File: src/rtl/core/nfd_pkg.sv
// ----------------------------------------------------------------------------
// NEC IR frame decoder package
// Shared types and timing constants for the front end, action queue and
// frame-assembly back end.
// ----------------------------------------------------------------------------
package nfd_pkg;

   // One symbol unit is this many timer ticks.
   localparam int unsigned TICKS_PER_UNIT = 375;

   // Interval boundaries in ticks, derived from unit counts.
   localparam logic [15:0] ZERO_BIT_LO   = 16'(1 * TICKS_PER_UNIT);
   localparam logic [15:0] ONE_BIT_LO    = 16'(2 * TICKS_PER_UNIT);
   localparam logic [15:0] ONE_BIT_HI    = 16'(3 * TICKS_PER_UNIT);
   localparam logic [15:0] SHORT_LIMIT   = 16'(9 * TICKS_PER_UNIT);
   localparam logic [15:0] RESTART_LO    = 16'(13 * TICKS_PER_UNIT);
   localparam logic [15:0] RESTART_HI    = 16'(14 * TICKS_PER_UNIT);
   localparam logic [15:0] LONG_LIMIT    = 16'(97 * TICKS_PER_UNIT);

   localparam logic [5:0]  COUNT_MAX       = 6'd63;
   localparam logic [5:0]  COUNT_ADDRESS   = 6'd16;
   localparam logic [5:0]  COUNT_FRAME     = 6'd32;
   localparam logic [7:0]  COMPLEMENT_MASK = 8'hff;

   localparam logic [15:0] ADDRESS_A_RESET = 16'hff00;
   localparam logic [15:0] ADDRESS_B_RESET = 16'hfd02;

   // Register indexes on the CSR port.
   localparam logic CSR_ACCEPTED_ADDRESS_A = 1'b0;
   localparam logic CSR_ACCEPTED_ADDRESS_B = 1'b1;

   // Event opcodes.
   localparam logic OP_PULSE   = 1'b0;
   localparam logic OP_TIMEOUT = 1'b1;

   // Action queue geometry.
   localparam int unsigned QUEUE_DEPTH = 2;
   localparam int unsigned QUEUE_PTR_W = $clog2(QUEUE_DEPTH);
   localparam int unsigned QUEUE_CNT_W = $clog2(QUEUE_DEPTH + 1);

   typedef enum logic [1:0] {
      ACT_HOLD   = 2'd0,
      ACT_SHIFT0 = 2'd1,
      ACT_SHIFT1 = 2'd2,
      ACT_CLEAR  = 2'd3
   } action_type;

   typedef struct packed {
      logic        opcode;
      logic [15:0] pulse_interval;
   } req_payload_type;

   typedef struct packed {
      logic        frame_valid;
      logic [7:0]  command_byte;
      logic [15:0] address_code;
      logic [5:0]  bits_received;
   } rsp_payload_type;

   // Handshake between the queue head and the back end.
   typedef struct packed {
      logic       valid;
      action_type action;
   } queue_head_type;

endpackage

File: src/rtl/core/nfd_front.sv
// ----------------------------------------------------------------------------
// NEC IR event classifier
// Turns an incoming edge interval or timeout into a single decoder action.
// ----------------------------------------------------------------------------
module nfd_front
   import nfd_pkg::*;
(
   input  logic            req_valid,
   input  req_payload_type req_payload,
   input  logic            queue_ready,
   output logic            req_ready,
   output logic            push_valid,
   output action_type      push_action
);

   logic [15:0] interval;

   assign interval   = req_payload.pulse_interval;
   assign req_ready  = queue_ready;
   assign push_valid = req_valid && queue_ready;

   // Unit windows are checked against tick bounds rather than dividing.
   always_comb begin
      if (req_payload.opcode == OP_TIMEOUT) begin
         push_action = ACT_CLEAR;
      end else if (interval >= ZERO_BIT_LO && interval < ONE_BIT_LO) begin
         push_action = ACT_SHIFT0;
      end else if (interval >= ONE_BIT_LO && interval < ONE_BIT_HI) begin
         push_action = ACT_SHIFT1;
      end else if (interval < SHORT_LIMIT || interval >= LONG_LIMIT ||
                   (interval >= RESTART_LO && interval < RESTART_HI)) begin
         push_action = ACT_CLEAR;
      end else begin
         push_action = ACT_HOLD;
      end
   end

endmodule

File: src/rtl/core/nfd_queue.sv
// ----------------------------------------------------------------------------
// NEC IR action queue
// Small FIFO of classified actions between the front end and the back end.
// ----------------------------------------------------------------------------
module nfd_queue
   import nfd_pkg::*;
(
   input  logic           clock,
   input  logic           reset,
   input  logic           push_valid,
   input  action_type     push_action,
   output logic           queue_ready,
   output queue_head_type head,
   input  logic           pop
);

   action_type             entry_ff [QUEUE_DEPTH];
   logic [QUEUE_PTR_W-1:0] wr_ptr_ff, wr_ptr_in;
   logic [QUEUE_PTR_W-1:0] rd_ptr_ff, rd_ptr_in;
   logic [QUEUE_CNT_W-1:0] count_ff, count_in;
   logic                   do_pop;

   assign queue_ready = count_ff != QUEUE_CNT_W'(QUEUE_DEPTH);
   assign head.valid  = count_ff != '0;
   assign head.action = entry_ff[rd_ptr_ff];
   assign do_pop      = pop && head.valid;

   always_comb begin
      wr_ptr_in = wr_ptr_ff;
      rd_ptr_in = rd_ptr_ff;
      count_in  = count_ff;
      if (push_valid) begin
         wr_ptr_in = (wr_ptr_ff == QUEUE_PTR_W'(QUEUE_DEPTH - 1)) ? '0 :
                     wr_ptr_ff + 1'b1;
      end
      if (do_pop) begin
         rd_ptr_in = (rd_ptr_ff == QUEUE_PTR_W'(QUEUE_DEPTH - 1)) ? '0 :
                     rd_ptr_ff + 1'b1;
      end
      if (push_valid && !do_pop) begin
         count_in = count_ff + 1'b1;
      end else if (!push_valid && do_pop) begin
         count_in = count_ff - 1'b1;
      end
   end

   always_ff @(posedge clock) begin
      if (reset) begin
         wr_ptr_ff <= '0;
         rd_ptr_ff <= '0;
         count_ff  <= '0;
      end else begin
         wr_ptr_ff <= wr_ptr_in;
         rd_ptr_ff <= rd_ptr_in;
         count_ff  <= count_in;
      end
   end

   always_ff @(posedge clock) begin
      if (push_valid) begin
         entry_ff[wr_ptr_ff] <= push_action;
      end
   end

endmodule

File: src/rtl/core/nfd_back.sv
// ----------------------------------------------------------------------------
// NEC IR frame assembler
// Applies queued actions to the bit counter, shift register and address
// latch, checks complete frames and holds the result register.
// ----------------------------------------------------------------------------
module nfd_back
   import nfd_pkg::*;
(
   input  logic            clock,
   input  logic            reset,
   input  queue_head_type  head,
   output logic            pop,
   input  logic [15:0]     accepted_address_a,
   input  logic [15:0]     accepted_address_b,
   output logic            rsp_valid,
   input  logic            rsp_ready,
   output rsp_payload_type rsp_payload
);

   logic [5:0]      bit_count_ff, bit_count_in;
   logic [15:0]     shift_word_ff, shift_word_in;
   logic [15:0]     latched_address_ff, latched_address_in;
   logic            rsp_valid_ff, rsp_valid_in;
   rsp_payload_type rsp_payload_ff, rsp_payload_in;
   logic [5:0]      count_mid;
   logic            shifting;
   logic            frame_valid;

   // The result register frees up in the same cycle that it is taken.
   assign pop = head.valid && (!rsp_valid_ff || rsp_ready);

   always_comb begin
      shifting      = (head.action == ACT_SHIFT0) || (head.action == ACT_SHIFT1);
      count_mid     = bit_count_ff;
      shift_word_in = shift_word_ff;
      if (shifting) begin
         shift_word_in = {head.action == ACT_SHIFT1, shift_word_ff[15:1]};
         if (bit_count_ff != COUNT_MAX) begin
            count_mid = bit_count_ff + 1'b1;
         end
      end else if (head.action == ACT_CLEAR) begin
         count_mid = '0;
      end

      latched_address_in = latched_address_ff;
      if (count_mid == COUNT_ADDRESS) begin
         latched_address_in = shift_word_in;
      end

      // A full frame needs the command byte followed by its complement.
      bit_count_in = count_mid;
      frame_valid  = 1'b0;
      if (count_mid == COUNT_FRAME) begin
         if ((shift_word_in[7:0] ^ shift_word_in[15:8]) != COMPLEMENT_MASK) begin
            bit_count_in = '0;
         end else begin
            frame_valid = (latched_address_in == accepted_address_a) ||
                          (latched_address_in == accepted_address_b);
         end
      end

      rsp_payload_in.frame_valid   = frame_valid;
      rsp_payload_in.command_byte  = shift_word_in[7:0];
      rsp_payload_in.address_code  = latched_address_in;
      rsp_payload_in.bits_received = bit_count_in;

      rsp_valid_in = rsp_valid_ff;
      if (pop) begin
         rsp_valid_in = 1'b1;
      end else if (rsp_ready) begin
         rsp_valid_in = 1'b0;
      end
   end

   always_ff @(posedge clock) begin
      if (reset) begin
         bit_count_ff       <= '0;
         shift_word_ff      <= '0;
         latched_address_ff <= '0;
         rsp_valid_ff       <= 1'b0;
      end else begin
         rsp_valid_ff <= rsp_valid_in;
         if (pop) begin
            bit_count_ff       <= bit_count_in;
            shift_word_ff      <= shift_word_in;
            latched_address_ff <= latched_address_in;
         end
      end
   end

   always_ff @(posedge clock) begin
      if (pop) begin
         rsp_payload_ff <= rsp_payload_in;
      end
   end

   assign rsp_valid   = rsp_valid_ff;
   assign rsp_payload = rsp_payload_ff;

endmodule

File: src/rtl/core/nec_ir_frame_decoder.sv
// ----------------------------------------------------------------------------
// NEC IR frame decoder
// Builds NEC remote frames from measured edge intervals and timeouts.
// ----------------------------------------------------------------------------
// Each request carries either an edge interval in timer ticks or a timeout.
// Every request produces exactly one response with the frame status, the
// current command byte, the latched address and the bit count.
// A classifier turns each request into an action in the same cycle it is
// accepted; a two-entry action queue feeds the assembler, which applies one
// action per cycle while the response side is not stalled and loads the
// response register. A request passes through a queue entry and then the
// response register; one request and one response transfer per cycle are
// sustained while rsp_ready stays high.
// When the response side stalls, the response register holds and the queue
// absorbs up to two further requests before req_ready drops.
// Reset clears the bit count, shift register, address latch and queue, and
// restores the accepted addresses to 0xff00 and 0xfd02. The CSR port writes
// an accepted address and should only be used while idle.
// ----------------------------------------------------------------------------
module nec_ir_frame_decoder
   import nfd_pkg::*;
(
   input  logic            clock,
   input  logic            reset,
   input  logic            req_valid,
   output logic            req_ready,
   input  req_payload_type req_payload,
   output logic            rsp_valid,
   input  logic            rsp_ready,
   output rsp_payload_type rsp_payload,
   input  logic            csr_write_enable,
   input  logic            csr_index,
   input  logic [15:0]     csr_write_data
);

   logic           queue_ready;
   logic           push_valid;
   action_type     push_action;
   queue_head_type head;
   logic           pop;
   logic [15:0]    address_a_ff;
   logic [15:0]    address_b_ff;

   always_ff @(posedge clock) begin
      if (reset) begin
         address_a_ff <= ADDRESS_A_RESET;
         address_b_ff <= ADDRESS_B_RESET;
      end else if (csr_write_enable) begin
         case (csr_index)
            CSR_ACCEPTED_ADDRESS_A: address_a_ff <= csr_write_data;
            CSR_ACCEPTED_ADDRESS_B: address_b_ff <= csr_write_data;
            default: ;
         endcase
      end
   end

   nfd_front u_front (
      .req_valid   (req_valid),
      .req_payload (req_payload),
      .queue_ready (queue_ready),
      .req_ready   (req_ready),
      .push_valid  (push_valid),
      .push_action (push_action)
   );

   nfd_queue u_queue (
      .clock       (clock),
      .reset       (reset),
      .push_valid  (push_valid),
      .push_action (push_action),
      .queue_ready (queue_ready),
      .head        (head),
      .pop         (pop)
   );

   nfd_back u_back (
      .clock              (clock),
      .reset              (reset),
      .head               (head),
      .pop                (pop),
      .accepted_address_a (address_a_ff),
      .accepted_address_b (address_b_ff),
      .rsp_valid          (rsp_valid),
      .rsp_ready          (rsp_ready),
      .rsp_payload        (rsp_payload)
   );

   // A valid frame is only ever reported at a full 32-bit count.
   assert property (@(posedge clock) disable iff (reset)
      rsp_valid && rsp_payload.frame_valid |-> rsp_payload.bits_received == COUNT_FRAME)
      else $error("frame reported valid at a count other than 32");

   // With nothing queued, a taken response leaves the output empty.
   assert property (@(posedge clock) disable iff (reset)
      !head.valid && rsp_valid && rsp_ready |=> !rsp_valid)
      else $error("response appeared without a queued action");

   // Every pushed action comes from a transfer on the request side.
   assert property (@(posedge clock) disable iff (reset)
      push_valid |-> req_valid && req_ready)
      else $error("action pushed without a request transfer");

   // Every action the assembler consumes loads the response register.
   assert property (@(posedge clock) disable iff (reset)
      pop |=> rsp_valid)
      else $error("consumed action produced no response");

endmodule
File: config.mk
export PLATFORM = sky130hd
export DESIGN_NAME = nec_ir_frame_decoder
export DESIGN_NICKNAME = d
export VERILOG_FILES = /design/src/rtl/core/nfd_pkg.sv /design/src/rtl/core/nfd_front.sv /design/src/rtl/core/nfd_queue.sv /design/src/rtl/core/nfd_back.sv /design/src/rtl/core/nec_ir_frame_decoder.sv
export SDC_FILE = /design/constraint.sdc
export NUM_CORES = 1
export LEC_CHECK = 0
export ABC_AREA = 1
export BUFFER_PORTS_ARGS = -buffer_cell sky130_fd_sc_hd__buf_2
export CAP_MARGIN = 20
export CORE_MARGIN = 2
export CORE_UTILIZATION = 30
export DETAILED_ROUTE_END_ITERATION = 8
export PLACE_DENSITY = 0.58
export SLEW_MARGIN = 20
export SYNTH_ARGS = -nofsm -noshare
export SYNTH_HDL_FRONTEND = slang
export SYNTH_HIERARCHICAL = 1
export SYNTH_SLANG_ARGS = --single-unit
File: constraint.sdc
create_clock -name clock -period 3.5 [get_ports clock]
set_input_delay 0.175 -clock clock [delete_from_list [all_inputs] [get_ports clock]]
set_output_delay 0.175 -clock clock [all_outputs]
set_load 0.02 [all_outputs]
==> impl_metrics.env, run 1 <==
export IMPL_netlist_top_cells_area="dfxtp_1 (25%), edfxtp_1 (17%), nand2_1 (13%), inv_1 (8.0%), nand3_1 (7.9%)"
export IMPL_synth_edf_count=35
export IMPL_yosysMostFrequentCell="nand2_1"
export IMPL_grt_pass1_vias=4897
export IMPL_leakagePower_nw=3.44
export IMPL_post_cts_setup_buffers=0
export IMPL_via_count=5330
export IMPL_clockRootBuffer="clkbuf_16"
export IMPL_drt_initial_drc_count=321
export IMPL_grt_use_total_pct=13.9
export IMPL_drv_cap=0
export IMPL_critical_path_arrival_ps=3330
export IMPL_tightest_slew_ps=1040
export IMPL_slew_limit_headroom_pct=30.7
export IMPL_crit_type="flop to flop"
export IMPL_grt_setup_unrepaired="no"
export IMPL_ant_nets=0
export IMPL_grt_pass1_wl_um=24400
export IMPL_syn_inst=857
export IMPL_crit_path_max_fanout=21
export IMPL_antenna_cells=0
export IMPL_dr_pass1_iters=5
export IMPL_worstSkewPairLatency_ps=350
export IMPL_synth_top_area_cell="dfxtp_1"
export IMPL_finalCritPeriodShare_pct=89.2
export IMPL_vias_per_cell=4.46
export IMPL_path_clk_slew_ps=80
export IMPL_die_area_um2=21400
export IMPL_drt_total_wl_um=14800
export IMPL_drc=0
export IMPL_path_cells="mux2_2 > ha_1 > buf_4 > o21bai_2 > nand2_1 > nand2_1 > nand2_2 > nor2_4 > nand2_4 > nand2_1 > nand2_1 > nand2_1 > nand2_1 > nor2_1 > nand2_1 > nor2_1 > nand2_1 > a21oi_2"
export IMPL_synthDominantCellAreaShare_pct=25.0
export IMPL_drive_gt1_share_pct=16.8
export IMPL_htree_levels=3
export IMPL_avgSynthCellArea_um2=7.10
export IMPL_cts_hold_buf=0
export IMPL_outcome="finished, final reports clean"
export IMPL_wl_per_cell_um=12.4
export IMPL_cts_tree="done"
export IMPL_pin_count=72
export IMPL_nets=963
export IMPL_max_freq_mhz=320
export IMPL_utilization_pct=34.8
export IMPL_synth_nets=900
export IMPL_gp_congestion=0.856
export IMPL_ys_ff_latch=111
export IMPL_postCtsResizedCells=0
export IMPL_tns_ps=0
export IMPL_period_minus_slack_ps=3120
export IMPL_fin_area_um2=6980
export IMPL_synth_warnings=6
export IMPL_hold_ws_ps=31.2
export IMPL_grt_antenna_before_repair=0
export IMPL_p_per_area_nw_per_um2=835
export IMPL_crit_slowest_cell="mux2_2"
export IMPL_rows=52
export IMPL_numCtsBuffers=9
export IMPL_clockBufferDepth=2
export IMPL_final_max_slew_viol_count=0
export IMPL_die_w_um=146
export IMPL_hold_class="input pin to flop"
export IMPL_placed_area_um2=6660
export IMPL_startpoint_type="flop"
export IMPL_synth_commonest_cells="nand2_1 (203), inv_1 (129), nor2_1 (100)"
export IMPL_hold_violations=0
export IMPL_syn_area_um2=6080
export IMPL_overflow=0
export IMPL_irDropWorstVdd_mv=0.350
export IMPL_grt_max_degree=57
export IMPL_cpPeakStageDelay_ps=350
export IMPL_synthFlopType="dfxtp_1"
export IMPL_async_reset_ff_share_pct=0
export IMPL_io_buffers=71
export IMPL_worstPathRequired_ps=3710
export IMPL_ys_types=36
export IMPL_crit_top_cell="nand2_1"
export IMPL_initial_core_util_pct=30.3
export IMPL_dpl_hpwl_um=10800
export IMPL_syn_to_final_growth_pct=14.7
export IMPL_skew_ps=11.7
export IMPL_crit_path_end_kind="flop"
export IMPL_cts_sinks=111
export IMPL_setup_violations=0
export IMPL_chipHeight_um=146
export IMPL_coreArea_um2=20000
export IMPL_ys_seq_area_share_pct=42.3
## per-stage QoR
step,power (mW),worst slack (ps),instances
final,5.82,379,1195
after global routing,6.28,121,1195
after CTS,5.87,390,1195
after detailed placement,4.77,413,1179
after global placement,4.75,458,1179
after floorplan,4.07,880,857
## worst paths after layout
path / start / to / slack [ps] / cells after the start
worst min register to register: u_back/shift_word_ff[11] / u_back/shift_word_ff[11] / 480 / 2
worst min-delay path: csr_write_data[12] / address_b_ff[12] / 30 / 3
worst max-delay path: flop / u_back/rsp_payload[30] / 380 / 18
worst max register to register: flop / u_back/rsp_payload[30] / 380 / 18
## cells in the final DEF, fill, tap and decap left out, types with 5 or more instances in the layout
cell type,n
edfxtp_1,35
clkbuf_16,10
nor2_1,100
o21ai_0,55
dfxtp_1,76
nand2_2,21
nor2_2,5
buf_4,11
inv_1,128
nand2_1,203
o21ai_1,8
nand3_1,96
xnor2_1,5
nand2_4,11
a21oi_1,35
buf_2,71
nand4_1,5
nand3b_1,7
inv_2,5
## report_power, final
| part | switching, mW | total [mW] | internal (mW) |
|---|---|---|---|
| logic | 1.89 | 2.73 | 0.844 |
| clock network | 0.466 | 1.08 | 0.619 |
| registers | 0.195 | 2.01 | 1.81 |
## state kept, by name (all words and copies together), names as in the netlist, named ones only
name / count
address_a_ff: 16
address_b_ff: 16
u_back/bit_count_ff: 6
u_back/latched_address_ff: 16
u_back/rsp_payload: 31
u_back/rsp_valid: 1
u_back/shift_word_ff: 16
u_queue/count_ff: 2
u_queue/entry_ff: 4
u_queue/rd_ptr_ff: 1
u_queue/wr_ptr_ff: 1
## area by class of cell
| type | instances | area, um2 |
|---|---|---|
| clock buffers | 12 | 268 |
| clock inverters | 4 | 48.8 |
| fillers | 2176 | 13100 |
| inverters | 135 | 514 |
| multi-input cells | 581 | 2800 |
| flip-flops and latches | 111 | 2570 |
| well taps | 270 | 338 |
| repair buffers | 82 | 438 |
## per-layer routing
metal / track usage (%) / vias to the layer above / routed length, um
met3: 3.00 / 13 / 496
met1: 18.3 / 2402 / 7240
met4: 3.20 / 0 / 155
met5: 0 / - / 0
li1: - / 2825 / -
met2: 23.6 / 90 / 6870
## critical path: cells and delay by family, from the launching register on
| kind | cells | cell delay [ps] |
|---|---|---|
| AO/OA/AOI/OAI | 2 | 270 |
| buffers and inverters | 1 | 220 |
| AND/OR/NAND/NOR | 13 | 1470 |
| adder cells (fa/ha/maj) | 1 | 320 |
| multiplexers | 1 | 350 |
| flip-flops | 1 | 340 |
## cell families after synthesis
kind of cell | Yosys count | share of synthesized area, %
DFF | 111 | 42.3
adders and majority gates | 4 | 0.823
buffers and inverters | 165 | 11.7
muxes | 2 | 0.370
AOI/OAI and AO/OA | 103 | 8.77
xor gates and xnor gates | 9 | 1.30
and+or+nand+nor | 463 | 34.7
Note: power is estimated with default switching activity, not from simulation.
==> run 2: changes to the inputs <==
--- a/config.mk
+++ b/config.mk
@@ -12,4 +12,5 @@
 export CORE_UTILIZATION = 30
 export DETAILED_ROUTE_END_ITERATION = 8
+export GPL_TIMING_DRIVEN = 1
 export PLACE_DENSITY = 0.58
 export SLEW_MARGIN = 20
==> constraint.sdc (replaced) <==
create_clock -name clock -period 3.5 [get_ports clock]
set_input_delay 0.7 -clock clock [delete_from_list [all_inputs] [get_ports clock]]
set_output_delay 0.7 -clock clock [all_outputs]
set_load 0.02 [all_outputs]
==> impl_metrics.env, run 2 (same netlist as run 1, synthesis figures left out) <==
export IMPL_overflow=0
export IMPL_drive_gt1_share_pct=16.9
export IMPL_fin_area_um2=6970
export IMPL_r2r_cells=18
export IMPL_rr_endpoint="u_back/rsp_payload[30]"
export IMPL_grt_pass1_wl_um=24700
export IMPL_setup_violations=0
export IMPL_numCtsBuffers=9
export IMPL_drc=0
export IMPL_clockRootBuffer="clkbuf_16"
export IMPL_drt_initial_drc_count=405
export IMPL_dpl_hpwl_um=11000
export IMPL_startpoint_type="flop"
export IMPL_pwr_share_seq_pct=34.7
export IMPL_ant_nets=0
export IMPL_rows=52
export IMPL_hold_violations=0
export IMPL_seqCellArea_um2=2570
export IMPL_drv_cap=0
export IMPL_final_common_cell="nand2_1"
export IMPL_dr_pass1_iters=7
export IMPL_reg2reg_slack_ps=380
export IMPL_tns_ps=0
export IMPL_grt_antenna_before_repair=0
export IMPL_p_per_area_nw_per_um2=831
export IMPL_syn_to_final_growth_pct=14.6
export IMPL_layout_common_cells="nand2_1 (203), inv_1 (128), nor2_1 (100)"
export IMPL_htree_levels=3
export IMPL_initial_core_util_pct=30.3
export IMPL_grt_use_total_pct=14.1
export IMPL_crit_type="flop to flop"
export IMPL_coreArea_um2=20000
export IMPL_final_max_slew_viol_count=0
export IMPL_worstSkewPairLatency_ps=360
export IMPL_grt_setup_unrepaired="no"
export IMPL_nets=963
export IMPL_skew_ps=8.85
export IMPL_irDropWorstVdd_mv=0.277
export IMPL_pwr_share_clk_pct=18.4
export IMPL_via_count=5305
export IMPL_antenna_cells=0
export IMPL_crit_path_max_fanout=21
export IMPL_multi_input_area_um2=2800
export IMPL_path_clk_slew_ps=70
export IMPL_combPwrFrac_pct=46.9
export IMPL_critical_path_arrival_ps=3230
export IMPL_pin_count=72
export IMPL_die_area_um2=21400
export IMPL_postCtsResizedCells=0
export IMPL_die_w_um=146
export IMPL_grt_max_degree=57
export IMPL_tightest_slew_ps=920
export IMPL_crit_path_end_kind="flop"
export IMPL_drt_total_wl_um=14600
export IMPL_hold_class="flop to flop"
export IMPL_clockBufferDepth=2
export IMPL_fill_cells=2188
export IMPL_wl_per_cell_um=12.3
export IMPL_cts_tree="done"
export IMPL_cts_hold_buf=0
export IMPL_vias_per_cell=4.44
export IMPL_largest_reg_flops=31
export IMPL_worstPathRequired_ps=3610
export IMPL_finalCritPeriodShare_pct=89.1
export IMPL_slew_limit_headroom_pct=38.6
export IMPL_placed_area_um2=6660
export IMPL_p_total_mw=5.79
export IMPL_endpoint="u_back/rsp_payload[30]"
export IMPL_hold_ws_ps=473
export IMPL_post_cts_setup_buffers=0
export IMPL_leakagePower_nw=3.44
export IMPL_switchingPower_mw=2.54
export IMPL_outcome="finished, final reports clean"
export IMPL_io_buffers=71
export IMPL_max_freq_mhz=321
export IMPL_utilization_pct=34.8
export IMPL_p_sw_share_pct=43.8
export IMPL_gp_congestion=0.848
export IMPL_p_int_mw=3.25
export IMPL_chipHeight_um=146
export IMPL_grt_pass1_vias=5015
export IMPL_period_minus_slack_ps=3120
export IMPL_cts_sinks=111
## run 2: critical path, stage by stage (launching register included)
cell	delay [ps]
dfxtp_1	350
mux2_2	360
ha_1	320
buf_4	210
o21bai_2	150
nand2_1	70
nand3_1	90
nand2_1	110
nor2_4	120
buf_4	250
nand3_1	250
nand2_2	190
nand2_1	70
nand2_1	70
nor2_1	50
nand2_1	60
nor2_1	40
nand2_1	70
a21oi_2	60
## run 2: cell type report
| cell class | instances | area share (%) |
|---|---|---|
| Clock buffer | 11 | 3.63 |
| Tap cell | 270 | 4.85 |
| Multi-Input combinational cell | 581 | 40.1 |
| Clock inverter | 5 | 0.790 |
| Timing Repair Buffer | 82 | 6.29 |
| Sequential cell | 111 | 36.9 |
| Inverter | 135 | 7.38 |
## run 2: metal layers
| layer | vias up | GRT usage [%] | share of wire, % | wire, um |
|---|---|---|---|---|
| met5 | - | 0 | 0 | 0 |
| met1 | 2387 | 18.8 | 49 | 7180 |
| met4 | 0 | 5.15 | 1.5 | 218 |
| met3 | 13 | 1.94 | 3.1 | 454 |
| met2 | 73 | 23.5 | 46 | 6790 |
| li1 | 2832 | - | - | - |
## run 2: power by group through the flow
stage	clock, mW	sequential, mW	combinational (mW)
after floorplan	0	2.25	1.82
after global placement	0	2.05	2.70
after detailed placement	0	2.04	2.73
after CTS	1.09	2.02	2.74
after global routing	1.14	2.06	3.07
final	1.06	2.01	2.72
## run 2: through the flow
step | instances | worst slack (ps)
6_report | 1195 | 380
5_1_grt | 1195 | 149
4_1_cts | 1195 | 378
3_5_place_dp | 1179 | 399
3_3_place_gp | 1179 | 449
2_1_floorplan | 857 | 627
## run 2: worst min path at each step
stage	from	end	slack, ps	depth (start not counted)
finish	u_back/shift_word_ff[5]	u_back/shift_word_ff[5]	470	2
global placement	u_back/shift_word_ff[11]	u_back/shift_word_ff[11]	460	2
global route	u_back/shift_word_ff[9]	u_back/shift_word_ff[9]	490	2
CTS	u_back/shift_word_ff[6]	u_back/shift_word_ff[6]	470	2
detailed placement	u_back/shift_word_ff[6]	u_back/shift_word_ff[6]	460	2
floorplan	u_back/shift_word_ff[4]	u_back/shift_word_ff[4]	440	2
==> run 3: changes to the inputs <==
CORE_ASPECT_RATIO = 0.5   (was unset)
CORE_MARGIN = 4   (was 2)
clock period = 3.65 ns   (was 3.5 ns; I/O delays follow)
==> impl_metrics.env, run 3 (same netlist as run 1, synthesis figures left out) <==
export IMPL_outcome="finished, final reports clean"
export IMPL_combPwrFrac_pct=46.5
export IMPL_skew_ps=7.91
export IMPL_post_cts_setup_buffers=0
export IMPL_fin_cells=1188
export IMPL_drc=0
export IMPL_layout_common_cells="nand2_1 (203), inv_1 (128), nor2_1 (100)"
export IMPL_postCtsResizedCells=0
export IMPL_final_max_slew_viol_count=0
export IMPL_grt_pass1_wl_um=24600
export IMPL_top_usage_layer="met2"
export IMPL_hold_ws_ps=472
export IMPL_chipHeight_um=109
export IMPL_drv_cap=0
export IMPL_clockRootBuffer="clkbuf_16"
export IMPL_tns_ps=0
export IMPL_max_freq_mhz=303
export IMPL_irDropWorstVdd_mv=0.310
export IMPL_crit_top_cell="nand2_1"
export IMPL_leakagePower_nw=3.43
export IMPL_p_int_mw=3.11
export IMPL_placed_area_um2=6630
export IMPL_cts_hold_buf=0
export IMPL_nets=960
export IMPL_die_area_um2=22700
export IMPL_clockBufferDepth=2
export IMPL_grt_setup_unrepaired="no"
export IMPL_finalCritPeriodShare_pct=90.5
export IMPL_crit_path_end_kind="flop"
export IMPL_critical_path_arrival_ps=3500
export IMPL_numCtsBuffers=9
export IMPL_fin_area_um2=6950
export IMPL_hold_class="flop to flop"
export IMPL_p_per_area_nw_per_um2=794
export IMPL_pwr_share_clk_pct=18.6
export IMPL_p_sw_share_pct=43.6
export IMPL_setup_violations=0
export IMPL_grt_max_degree=57
export IMPL_dpl_hpwl_um=11200
export IMPL_period_minus_slack_ps=3300
export IMPL_largest_reg_flops=31
export IMPL_tightest_slew_ps=936
export IMPL_crit_path_max_fanout=31
export IMPL_slew_limit_headroom_pct=37.5
export IMPL_grt_use_total_pct=13.5
export IMPL_coreArea_um2=19700
export IMPL_grtUsageMet2_pct=21.9
export IMPL_syn_to_final_growth_pct=14.3
export IMPL_worstPathRequired_ps=3850
export IMPL_ant_nets=0
export IMPL_pwr_share_seq_pct=34.9
export IMPL_worstSkewPairLatency_ps=340
export IMPL_drive_gt1_share_pct=16.6
export IMPL_startpoint_type="flop"
export IMPL_drt_initial_drc_count=365
export IMPL_via_count=5353
export IMPL_antenna_cells=0
export IMPL_grt_pass1_vias=4906
export IMPL_pin_count=72
export IMPL_wl_per_cell_um=12.8
export IMPL_htree_levels=3
export IMPL_grt_antenna_before_repair=1
export IMPL_vias_per_cell=4.51
export IMPL_fill_cells=2098
export IMPL_path_clk_slew_ps=70
export IMPL_grt_use_met3_pct=2.87
export IMPL_dp_cells=1172
export IMPL_cpPeakStageDelay_ps=350
export IMPL_io_buffers=71
export IMPL_final_common_cell="nand2_1"
export IMPL_initial_core_util_pct=30.9
export IMPL_path_cells="mux2_2 > ha_1 > buf_4 > nand2_1 > nand2_1 > nand2_1 > nand2_1 > nand2_2 > nor2_4 > buf_4 > nand3_1 > nand3_1 > nand2_1 > nor2_1 > nand2_1 > nor2_1 > nand2_1 > a21oi_2"
export IMPL_crit_slowest_cell="dfxtp_1"
export IMPL_cts_sinks=111
export IMPL_hold_violations=0
export IMPL_drt_total_wl_um=15200
export IMPL_cts_tree="done"
export IMPL_switchingPower_mw=2.41
export IMPL_die_w_um=209
export IMPL_met1_usage_pct=18.6
export IMPL_rows=36
export IMPL_crit_type="flop to flop"
export IMPL_overflow=0
export IMPL_gp_congestion=0.844
export IMPL_dr_pass1_iters=5
-- run 3: cell count changes in the layout (fill, tap and decap cells not counted) --
cell / previous run / this run
buf_4: 11 / 8
clkbuf_16: 9 / 10
inv_4: 2 / 1
clkbuf_8: 2 / 1
clkinv_2: 2 / 3
-- run 3: area by class of cell --
type                            count  area (um2)  share of cell area (%)
Multi-Input combinational cell    581        2800                    40.2
Sequential cell                   111        2570                    37.0
Inverter                          135         514                    7.40
Timing Repair Buffer               79         415                    5.98
Tap cell                          266         333                    4.79
Clock buffer                       11         264                    3.80
Clock inverter                      5        53.8                   0.774
-- run 3: per-stage QoR --
stage	utilization, %	setup slack [ps]	power, mW
floorplan	-	747	3.90
global placement	33.7	449	4.48
detailed placement	33.7	389	4.52
CTS	35.3	362	5.56
global route	35.3	59.6	5.96
finish	35.3	348	5.52
-- run 3: power groups by stage --
stage / clock network [mW] / logic [mW] / registers [mW]
global placement: 0 / 2.52 / 1.96
global route: 1.10 / 2.89 / 1.97
CTS: 1.05 / 2.57 / 1.93
finish: 1.03 / 2.57 / 1.93
detailed placement: 0 / 2.56 / 1.96
floorplan: 0 / 1.74 / 2.16
-- run 3: worst paths after layout --
kind / from / to / slack (ps) / cells after the start
worst max-delay path: flop / u_back/rsp_payload[30] / 350 / 18
worst min-delay path: u_back/shift_word_ff[9] / u_back/shift_word_ff[9] / 470 / 2
worst max register to register: flop / u_back/rsp_payload[30] / 350 / 18
worst min register to register: u_back/shift_word_ff[9] / u_back/shift_word_ff[9] / 470 / 2
-- run 3: critical path: cells and delay by family, from the launching register on --
kind	cells	cell delay, ps
AO/OA/AOI/OAI	1	120
AND/OR/NAND/NOR	13	1530
adder cells (fa/ha/maj)	1	290
multiplexers	1	350
flip-flops	1	350
buffers and inverters	2	500
-- run 3: layer usage --
layer	up-vias	wire [um]	part of all wire (%)
met5	-	13	0.086
met1	2412	7620	50
met4	2	136	0.90
li1	2819	-	-
met3	14	729	4.8
met2	106	6690	44
